$ cat config.mk
export PLATFORM = sky130hd
export DESIGN_NAME = video_scroll_address_registers_flat
export DESIGN_NICKNAME = d
export VERILOG_FILES = /design/src/hdl/vsar_pkg.sv /design/src/hdl/vsar_if.sv /design/src/hdl/video_scroll_address_registers.sv /design/src/hdl/vsar_step.sv /design/src/flat_wrapper.sv
export SDC_FILE = /design/constraint.sdc
export NUM_CORES = 1
export LEC_CHECK = 0
export BUFFER_PORTS_ARGS = -buffer_cell sky130_fd_sc_hd__buf_2
export CAP_MARGIN = 5
export CELL_PAD_IN_SITES_DETAIL_PLACEMENT = 1
export CELL_PAD_IN_SITES_GLOBAL_PLACEMENT = 2
export CORE_ASPECT_RATIO = 0.6
export CORE_MARGIN = 4
export CORE_UTILIZATION = 32
export CTS_CLUSTER_SIZE = 8
export DETAILED_ROUTE_END_ITERATION = 8
export GPL_TIMING_DRIVEN = 0
export PLACE_DENSITY_LB_ADDON = 0.1
export RECOVER_POWER = 50
export SLEW_MARGIN = 20
export SYNTH_ARGS = -nofsm -noshare
export SYNTH_HDL_FRONTEND = slang
export SYNTH_SLANG_ARGS = --single-unit
$ cat constraint.sdc
create_clock -name i_clk -period 1.9 [get_ports i_clk]
set_input_delay 0.38 -clock i_clk [delete_from_list [all_inputs] [get_ports i_clk]]
set_output_delay 0.38 -clock i_clk [all_outputs]
set_load 0.05 [all_outputs]
$ cat src/hdl/vsar_pkg.sv
// Package: command codes, state type and widths for the scroll address registers.
package vsar_pkg;

    localparam int CMD_W    = 4;
    localparam int BYTE_W   = 8;
    localparam int ADDR_W   = 15;
    localparam int ACCESS_W = 14;
    localparam int FINE_W   = 3;

    localparam logic [CMD_W-1:0] CMD_CTRL   = 4'd0;
    localparam logic [CMD_W-1:0] CMD_SCROLL = 4'd1;
    localparam logic [CMD_W-1:0] CMD_ADDR   = 4'd2;
    localparam logic [CMD_W-1:0] CMD_DATA   = 4'd3;
    localparam logic [CMD_W-1:0] CMD_STATUS = 4'd4;
    localparam logic [CMD_W-1:0] CMD_COARSE = 4'd5;
    localparam logic [CMD_W-1:0] CMD_FINE_Y = 4'd6;
    localparam logic [CMD_W-1:0] CMD_HCOPY  = 4'd7;
    localparam logic [CMD_W-1:0] CMD_VCOPY  = 4'd8;

    localparam logic [4:0] COARSE_LAST = 5'd31;
    localparam logic [4:0] ROW_WRAP    = 5'd30;
    localparam logic [2:0] FINE_LAST   = 3'd7;

    typedef struct packed {
        logic [ADDR_W-1:0] temp_addr;
        logic [ADDR_W-1:0] cur_addr;
        logic [FINE_W-1:0] fine_x;
        logic              toggle;
        logic              step_by_row;
        logic              line12_flag;
    } t_state;

endpackage

$ cat src/hdl/vsar_if.sv
// Interfaces: command word channel and result word channel.
interface vsar_in_if;
    import vsar_pkg::*;
    logic              valid;
    logic              ready;
    logic [CMD_W-1:0]  cmd;
    logic [BYTE_W-1:0] data_byte;
    modport source (output valid, output cmd, output data_byte, input ready);
    modport sink   (input valid, input cmd, input data_byte, output ready);
endinterface

interface vsar_out_if;
    import vsar_pkg::*;
    logic                valid;
    logic                ready;
    logic [ADDR_W-1:0]   vram_addr;
    logic [ACCESS_W-1:0] access_addr;
    logic                access_valid;
    logic [FINE_W-1:0]   fine_x_scroll;
    logic                write_toggle;
    logic                addr_bit12;
    modport source (output valid, output vram_addr, output access_addr,
                    output access_valid, output fine_x_scroll,
                    output write_toggle, output addr_bit12, input ready);
    modport sink   (input valid, input vram_addr, input access_addr,
                    input access_valid, input fine_x_scroll,
                    input write_toggle, input addr_bit12, output ready);
endinterface

$ cat src/hdl/video_scroll_address_registers.sv
// Top level: scroll and address registers of a tile video processor.
//
// Usage:
//   i_in carries one command word (cmd, data_byte) per handshake; o_out
//   returns exactly one result word for each command, in order.
//   A command passes an input register, then the state update and the
//   result register, which raises o_out.valid.
//   Throughput is one command per cycle while results are taken; the state
//   registers update in the same cycle the result register loads, so
//   back-to-back commands see each other's effects with no bubble.
//   While a result waits with o_out.ready low the result register holds; an
//   empty input register still takes one more word, after which i_in.ready
//   drops until the result is taken.
//   Reset (i_rst_n low, synchronous) clears the temp and current addresses,
//   fine X, the write toggle, the increment mode and the line twelve flag,
//   and empties both registers.
module video_scroll_address_registers
    import vsar_pkg::*;
(
    input  logic       i_clk,
    input  logic       i_rst_n,
    vsar_in_if.sink    i_in,
    vsar_out_if.source o_out
);

    logic              r_in_valid;
    logic [CMD_W-1:0]  r_cmd;
    logic [BYTE_W-1:0] r_data_byte;
    logic              r_out_valid;
    t_state            r_state;
    t_state            n_state;
    logic [ACCESS_W-1:0] n_access_addr;
    logic                n_access_valid;
    logic [ACCESS_W-1:0] r_access_addr;
    logic                r_access_valid;
    logic                advance;

    assign advance    = !r_out_valid || o_out.ready;
    assign i_in.ready = !r_in_valid || advance;

    vsar_step u_step (
        .i_state        (r_state),
        .i_cmd          (r_cmd),
        .i_data_byte    (r_data_byte),
        .o_state        (n_state),
        .o_access_addr  (n_access_addr),
        .o_access_valid (n_access_valid)
    );

    always_ff @(posedge i_clk) begin
        if (!i_rst_n) begin
            r_in_valid <= 1'b0;
        end else if (i_in.ready) begin
            r_in_valid <= i_in.valid;
        end
        if (i_in.ready) begin
            r_cmd       <= i_in.cmd;
            r_data_byte <= i_in.data_byte;
        end
    end

    always_ff @(posedge i_clk) begin
        if (!i_rst_n) begin
            r_out_valid <= 1'b0;
            r_state     <= '0;
        end else if (advance) begin
            r_out_valid <= r_in_valid;
            if (r_in_valid) begin
                r_state <= n_state;
            end
        end
        if (advance && r_in_valid) begin
            r_access_addr  <= n_access_addr;
            r_access_valid <= n_access_valid;
        end
    end

    assign o_out.valid         = r_out_valid;
    assign o_out.vram_addr     = r_state.cur_addr;
    assign o_out.access_addr   = r_access_addr;
    assign o_out.access_valid  = r_access_valid;
    assign o_out.fine_x_scroll = r_state.fine_x;
    assign o_out.write_toggle  = r_state.toggle;
    assign o_out.addr_bit12    = r_state.line12_flag;

endmodule

$ cat src/hdl/vsar_step.sv
// Next-state logic: applies one command word to the scroll address state.
module vsar_step
    import vsar_pkg::*;
(
    input  t_state              i_state,
    input  logic [CMD_W-1:0]    i_cmd,
    input  logic [BYTE_W-1:0]   i_data_byte,
    output t_state              o_state,
    output logic [ACCESS_W-1:0] o_access_addr,
    output logic                o_access_valid
);

    logic [ADDR_W-1:0]   cur;
    logic [ADDR_W-1:0]   tmp;
    logic [4:0]          row;
    logic [4:0]          row_inc;
    logic [ACCESS_W-1:0] stepped;
    logic [ADDR_W-1:0]   fy_addr;

    assign cur     = i_state.cur_addr;
    assign tmp     = i_state.temp_addr;
    assign row     = cur[9:5];
    assign row_inc = row + 5'd1;
    assign stepped = cur[ACCESS_W-1:0]
                   + (i_state.step_by_row ? ACCESS_W'(32) : ACCESS_W'(1));

    always_comb begin
        fy_addr = cur;
        if (cur[14:12] == FINE_LAST) begin
            if (row == COARSE_LAST) begin
                fy_addr[9:0] = 10'd0;
            end else if (row_inc >= ROW_WRAP) begin
                fy_addr[9:0] = 10'd0;
                fy_addr[11]  = ~cur[11];
            end else begin
                fy_addr[9:5] = row_inc;
            end
        end
        fy_addr[14:12] = cur[14:12] + 3'd1;
    end

    always_comb begin
        o_state        = i_state;
        o_access_addr  = '0;
        o_access_valid = 1'b0;
        unique case (i_cmd)
            CMD_CTRL: begin
                o_state.temp_addr[11:10] = i_data_byte[1:0];
                o_state.step_by_row      = i_data_byte[2];
            end
            CMD_SCROLL: begin
                if (i_state.toggle) begin
                    o_state.temp_addr[9:5]   = i_data_byte[7:3];
                    o_state.temp_addr[14:12] = i_data_byte[2:0];
                end else begin
                    o_state.temp_addr[4:0] = i_data_byte[7:3];
                    o_state.fine_x         = i_data_byte[2:0];
                end
                o_state.toggle = ~i_state.toggle;
            end
            CMD_ADDR: begin
                if (i_state.toggle) begin
                    o_state.temp_addr   = {tmp[14:8], i_data_byte};
                    o_state.cur_addr    = {tmp[14:8], i_data_byte};
                    o_state.line12_flag = tmp[12];
                end else begin
                    o_state.temp_addr = {1'b0, i_data_byte[5:0], tmp[7:0]};
                end
                o_state.toggle = ~i_state.toggle;
            end
            CMD_DATA: begin
                o_access_addr       = cur[ACCESS_W-1:0];
                o_access_valid      = 1'b1;
                o_state.cur_addr    = {1'b0, stepped};
                o_state.line12_flag = stepped[12];
            end
            CMD_STATUS: begin
                o_state.toggle = 1'b0;
            end
            CMD_COARSE: begin
                if (cur[4:0] == COARSE_LAST) begin
                    o_state.cur_addr = {cur[14:11], ~cur[10], cur[9:5], 5'd0};
                end else begin
                    o_state.cur_addr = {cur[14:5], cur[4:0] + 5'd1};
                end
            end
            CMD_FINE_Y: begin
                o_state.cur_addr = fy_addr;
            end
            CMD_HCOPY: begin
                o_state.cur_addr = {cur[14:11], tmp[10], cur[9:5], tmp[4:0]};
            end
            CMD_VCOPY: begin
                o_state.cur_addr = tmp;
            end
            default: begin
                o_state = i_state;
            end
        endcase
    end

endmodule

$ cat src/flat_wrapper.sv
// flat-port wrapper written by rule: the top's interface ports become plain ports
module video_scroll_address_registers_flat import vsar_pkg::*;
  (i_clk, i_rst_n, i_in_valid, i_in_cmd, i_in_data_byte, i_in_ready, o_out_valid, o_out_vram_addr, o_out_access_addr, o_out_access_valid, o_out_fine_x_scroll, o_out_write_toggle, o_out_addr_bit12, o_out_ready);
  vsar_in_if i_in_i ();
  vsar_out_if o_out_i ();
  input  logic i_clk;
  input  logic i_rst_n;
  input wire logic [$bits(i_in_i.valid)-1:0] i_in_valid;
  input wire logic [$bits(i_in_i.cmd)-1:0] i_in_cmd;
  input wire logic [$bits(i_in_i.data_byte)-1:0] i_in_data_byte;
  output wire logic [$bits(i_in_i.ready)-1:0] i_in_ready;
  output wire logic [$bits(o_out_i.valid)-1:0] o_out_valid;
  output wire logic [$bits(o_out_i.vram_addr)-1:0] o_out_vram_addr;
  output wire logic [$bits(o_out_i.access_addr)-1:0] o_out_access_addr;
  output wire logic [$bits(o_out_i.access_valid)-1:0] o_out_access_valid;
  output wire logic [$bits(o_out_i.fine_x_scroll)-1:0] o_out_fine_x_scroll;
  output wire logic [$bits(o_out_i.write_toggle)-1:0] o_out_write_toggle;
  output wire logic [$bits(o_out_i.addr_bit12)-1:0] o_out_addr_bit12;
  input wire logic [$bits(o_out_i.ready)-1:0] o_out_ready;
  assign i_in_i.valid = i_in_valid;
  assign i_in_i.cmd = i_in_cmd;
  assign i_in_i.data_byte = i_in_data_byte;
  assign i_in_ready = i_in_i.ready;
  assign o_out_valid = o_out_i.valid;
  assign o_out_vram_addr = o_out_i.vram_addr;
  assign o_out_access_addr = o_out_i.access_addr;
  assign o_out_access_valid = o_out_i.access_valid;
  assign o_out_fine_x_scroll = o_out_i.fine_x_scroll;
  assign o_out_write_toggle = o_out_i.write_toggle;
  assign o_out_addr_bit12 = o_out_i.addr_bit12;
  assign o_out_i.ready = o_out_ready;
  video_scroll_address_registers u_core (.i_clk(i_clk), .i_rst_n(i_rst_n), .i_in(i_in_i), .o_out(o_out_i));
endmodule
==> impl_metrics.env <==
export IMPL_path_cells="or4b_4 -> o211ai_4 -> buf_12 -> buf_4 -> a21oi_4 -> or2_0 -> nand4_1"
export IMPL_r2r_end="u_core.o_out.vram_addr[13]"
export IMPL_clk_pin_slew_ps=60
export IMPL_synth_seq_cells=65
export IMPL_cts_sinks=65
export IMPL_area_delta_synth_final_pct=48.7
export IMPL_hold_depth=1
export IMPL_gp_congestion=0.861
export IMPL_min_from="i_in_data_byte[1]"
export IMPL_power_density_nw_per_um2=685
export IMPL_core_area_um2=11300
export IMPL_synth_top_area_frac=0.218
export IMPL_critPathMaxFanout=7
export IMPL_gr_usage_all_layers=0.213
export IMPL_period_share=1.10
export IMPL_mappedNetlistNets=431
export IMPL_htree_num_levels=3
export IMPL_min_to="u_core.r_data_byte[1]"
export IMPL_routed_via_density=5.58
export IMPL_nNetsFinal=529
export IMPL_finalMaxSlewViolations=0
export IMPL_clk_latency_ps=330
export IMPL_multi_input_area_um2=2490
export IMPL_clockBufferDepth=2
export IMPL_fmax_mhz=479
export IMPL_netlist_area_um2=3710
export IMPL_setup_slack_ps=-188
export IMPL_routed_wirelength_um=14700
export IMPL_fin_util=0.487
export IMPL_dieArea_um2=13500
export IMPL_synth_flop_cell="dfxtp_1"
export IMPL_cts_tree="yes"
export IMPL_worst_pin_slew_ps=738
export IMPL_dr_pass1_iters=5
export IMPL_worstPathArrival_ps=2360
export IMPL_worstPathRequired_ps=2170
export IMPL_grt_antenna_before_repair=0
export IMPL_initial_core_util=0.328
export IMPL_grtUsageMet3=0.0474
export IMPL_cts_buffers=9
export IMPL_seq_power_share=0.412
export IMPL_drive_gt1_frac=0.417
export IMPL_setup_viol=27
export IMPL_combPwrFrac=0.145
export IMPL_grt_max_degree=19
export IMPL_max_cap_violations=0
export IMPL_startpoint_type="flop"
export IMPL_status="finished with violations"
export IMPL_first_iter_violations=323
export IMPL_grt_setup_unrepaired="true"
export IMPL_crit_family="simple AND/OR/NAND/NOR gates"
export IMPL_ir_drop_mv=0.452
export IMPL_dpl_cell_count=616
export IMPL_wl_per_cell_um=22.0
export IMPL_leakagePower_nw=2.01
export IMPL_num_rows=30
export IMPL_fill_cells=1288
export IMPL_hpwl_um=9900
export IMPL_ctsHoldBuffers=0
export IMPL_grt_overflow=0
export IMPL_switchingPower_mw=1.07
export IMPL_synth_area_leaders="edfxtp_1 22%, dfxtp_1 20%, buf_4 3.6%"
export IMPL_async_reset_ff_frac=0
export IMPL_yosysTopAreaCell="edfxtp_1"
export IMPL_grt_pass1_vias=3651
export IMPL_seq_area_frac_synth=0.423
export IMPL_worstSetupPathType="flop to flop"
export IMPL_stdcell_count=668
export IMPL_skew_ps=5.28
export IMPL_die_h_um=91.5
export IMPL_synthCells=405
export IMPL_pre_cts_ws_ps=-937
export IMPL_swShare=0.283
export IMPL_drc=0
export IMPL_seq_area_um2=1590
export IMPL_port_buffer_count=51
export IMPL_die_x_um=147
export IMPL_power_internal_mw=2.72
export IMPL_r2r_start="u_core.r_cmd[3]"
export IMPL_power_mw=3.78
export IMPL_failed_checks="negative setup slack"
export IMPL_cp_slowest_cell="or4b_4"
export IMPL_reg2reg_depth=7
export IMPL_slew_headroom=0.508
export IMPL_slowest_delay_ps=670
export IMPL_io_pins=53
export IMPL_hold_class="input pin to flop"
export IMPL_postRouteAntennaNets=0
export IMPL_grt_use_met1=0.325
export IMPL_r2r_setup_slack_ps=-190
export IMPL_yosysWarningCount=0
export IMPL_grt_first_pass_wirelength_um=22000
export IMPL_busiest_layer="met1"
export IMPL_avgSynthCellArea_um2=9.17
export IMPL_hold_viol=0
export IMPL_vias=3726
export IMPL_synth_cell_types=64
export IMPL_num_antenna_cells=0
export IMPL_synth_edf_count=27
export IMPL_period_minus_slack_ps=2090
export IMPL_path_buf_inv=2
export IMPL_clock_power_share=0.443
export IMPL_use_met2=0.302
export IMPL_endpoint_kind="flop"
export IMPL_root_buffer="clkbuf_16"
cells in the final DEF, fill, tap and decap left out, types with 8 or more instances in the layout:
cell / n
a21oi_1: 17
a31oi_1: 8
and2_1: 11
buf_2: 33
buf_4: 52
clkbuf_1: 25
clkbuf_16: 9
dfxtp_1: 31
edfxtp_1: 27
inv_1: 11
nand2_1: 24
nand3_1: 14
nor2_1: 20
nor2_4: 8
o21ai_0: 13
per-layer routing:
layer,up-vias,wire length (um)
met4,0,112
met1,1890,7430
met3,12,904
met2,120,6270
met5,-,0
li1,1704,-
worst register-to-register path, cell delays in order (launching register included):
cell and delay [ps]:
edfxtp_1 490, or4b_4 670, o211ai_4 220, buf_12 160, buf_4 120, a21oi_4 60
or2_0 230, nand4_1 80
Yosys cell counts, types with 6 or more instances:
library cell and count:
dfxtp_1 38, nor2_1 28, edfxtp_1 27, nand2_1 26, a21oi_1 22, o21ai_0 21, buf_4 18, nand3_1 18
clkbuf_1 16, and2_1 15, inv_1 12, ha_1 10, a221oi_1 9, a31oi_1 9, nand2b_1 9, nor3_1 8
nor2b_1 7, o211ai_1 7, a22oi_1 6, buf_2 6, nor3b_1 6
what timing repair did:
| item | CTS | global route |
|---|---|---|
| cloned | 1 | 1 |
| setup endpoints to repair | 52 | 44 |
| resized for setup | 112 | 55 |
| buffers inserted | 24 | 19 |
| pin swaps | 26 | 31 |
logic make-up after synthesis:
family | after synthesis | share of synthesized area
and+or+nand+nor | 146 | 0.215
AOI/OAI and AO/OA | 119 | 0.225
DFF | 65 | 0.423
buffers and inverters | 55 | 0.0778
adders and majority gates | 10 | 0.0337
xor gates and xnor gates | 6 | 0.0141
muxes | 4 | 0.0111
how the worst max path moves through the flow:
stage | start | endpoint | cells after the start
floorplan | u_core.o_out.vram_addr[5] | u_core.o_out.vram_addr[7] | 8
CTS | u_core.r_cmd[3] | u_core.o_out.vram_addr[10] | 8
detailed placement | u_core.r_cmd[2] | u_core.o_out.access_addr[7] | 7
global placement | u_core.r_cmd[2] | u_core.o_out.access_addr[3] | 7
finish | u_core.r_cmd[3] | u_core.o_out.vram_addr[13] | 7
global route | u_core.r_cmd[3] | u_core.o_out.vram_addr[10] | 7
per-stage QoR:
step	area [um2]	hold WS [ps]	setup TNS [ps]
2_1_floorplan	3740	437	-114
3_3_place_gp	4200	445	-25950
3_5_place_dp	4200	449	-28150
4_1_cts	5160	207	-1240
5_1_grt	5530	209	-4190
6_report	5530	218	-2440
state kept, by name, indices dropped and copies added (netlist names), 3 cells and up:
name	count
u_core.r_state	16
u_core.o_out.vram_addr	15
u_core.o_out.access_addr	14
u_core.r_data_byte	8
u_core.r_cmd	4
u_core.o_out.fine_x_scroll	3
power groups by stage:
stage	Sequential [mW]	Combinational, mW	Clock (mW)
floorplan	1.60	0.225	0
global placement	1.58	0.378	0
detailed placement	1.58	0.382	0
finish	1.56	0.549	1.68
global route	1.56	0.582	1.77
CTS	1.55	0.491	1.69
final cells by class:
cell class / instances / area share
clock inverter: 7 / 0.0129
timing repair buffer: 93 / 0.116
multi-input combinational: 287 / 0.450
inverter: 12 / 0.00906
tap: 160 / 0.0362
buffer: 35 / 0.0480
sequential: 65 / 0.287
clock buffer: 9 / 0.0408
Note: power is estimated with default switching activity, not from simulation.
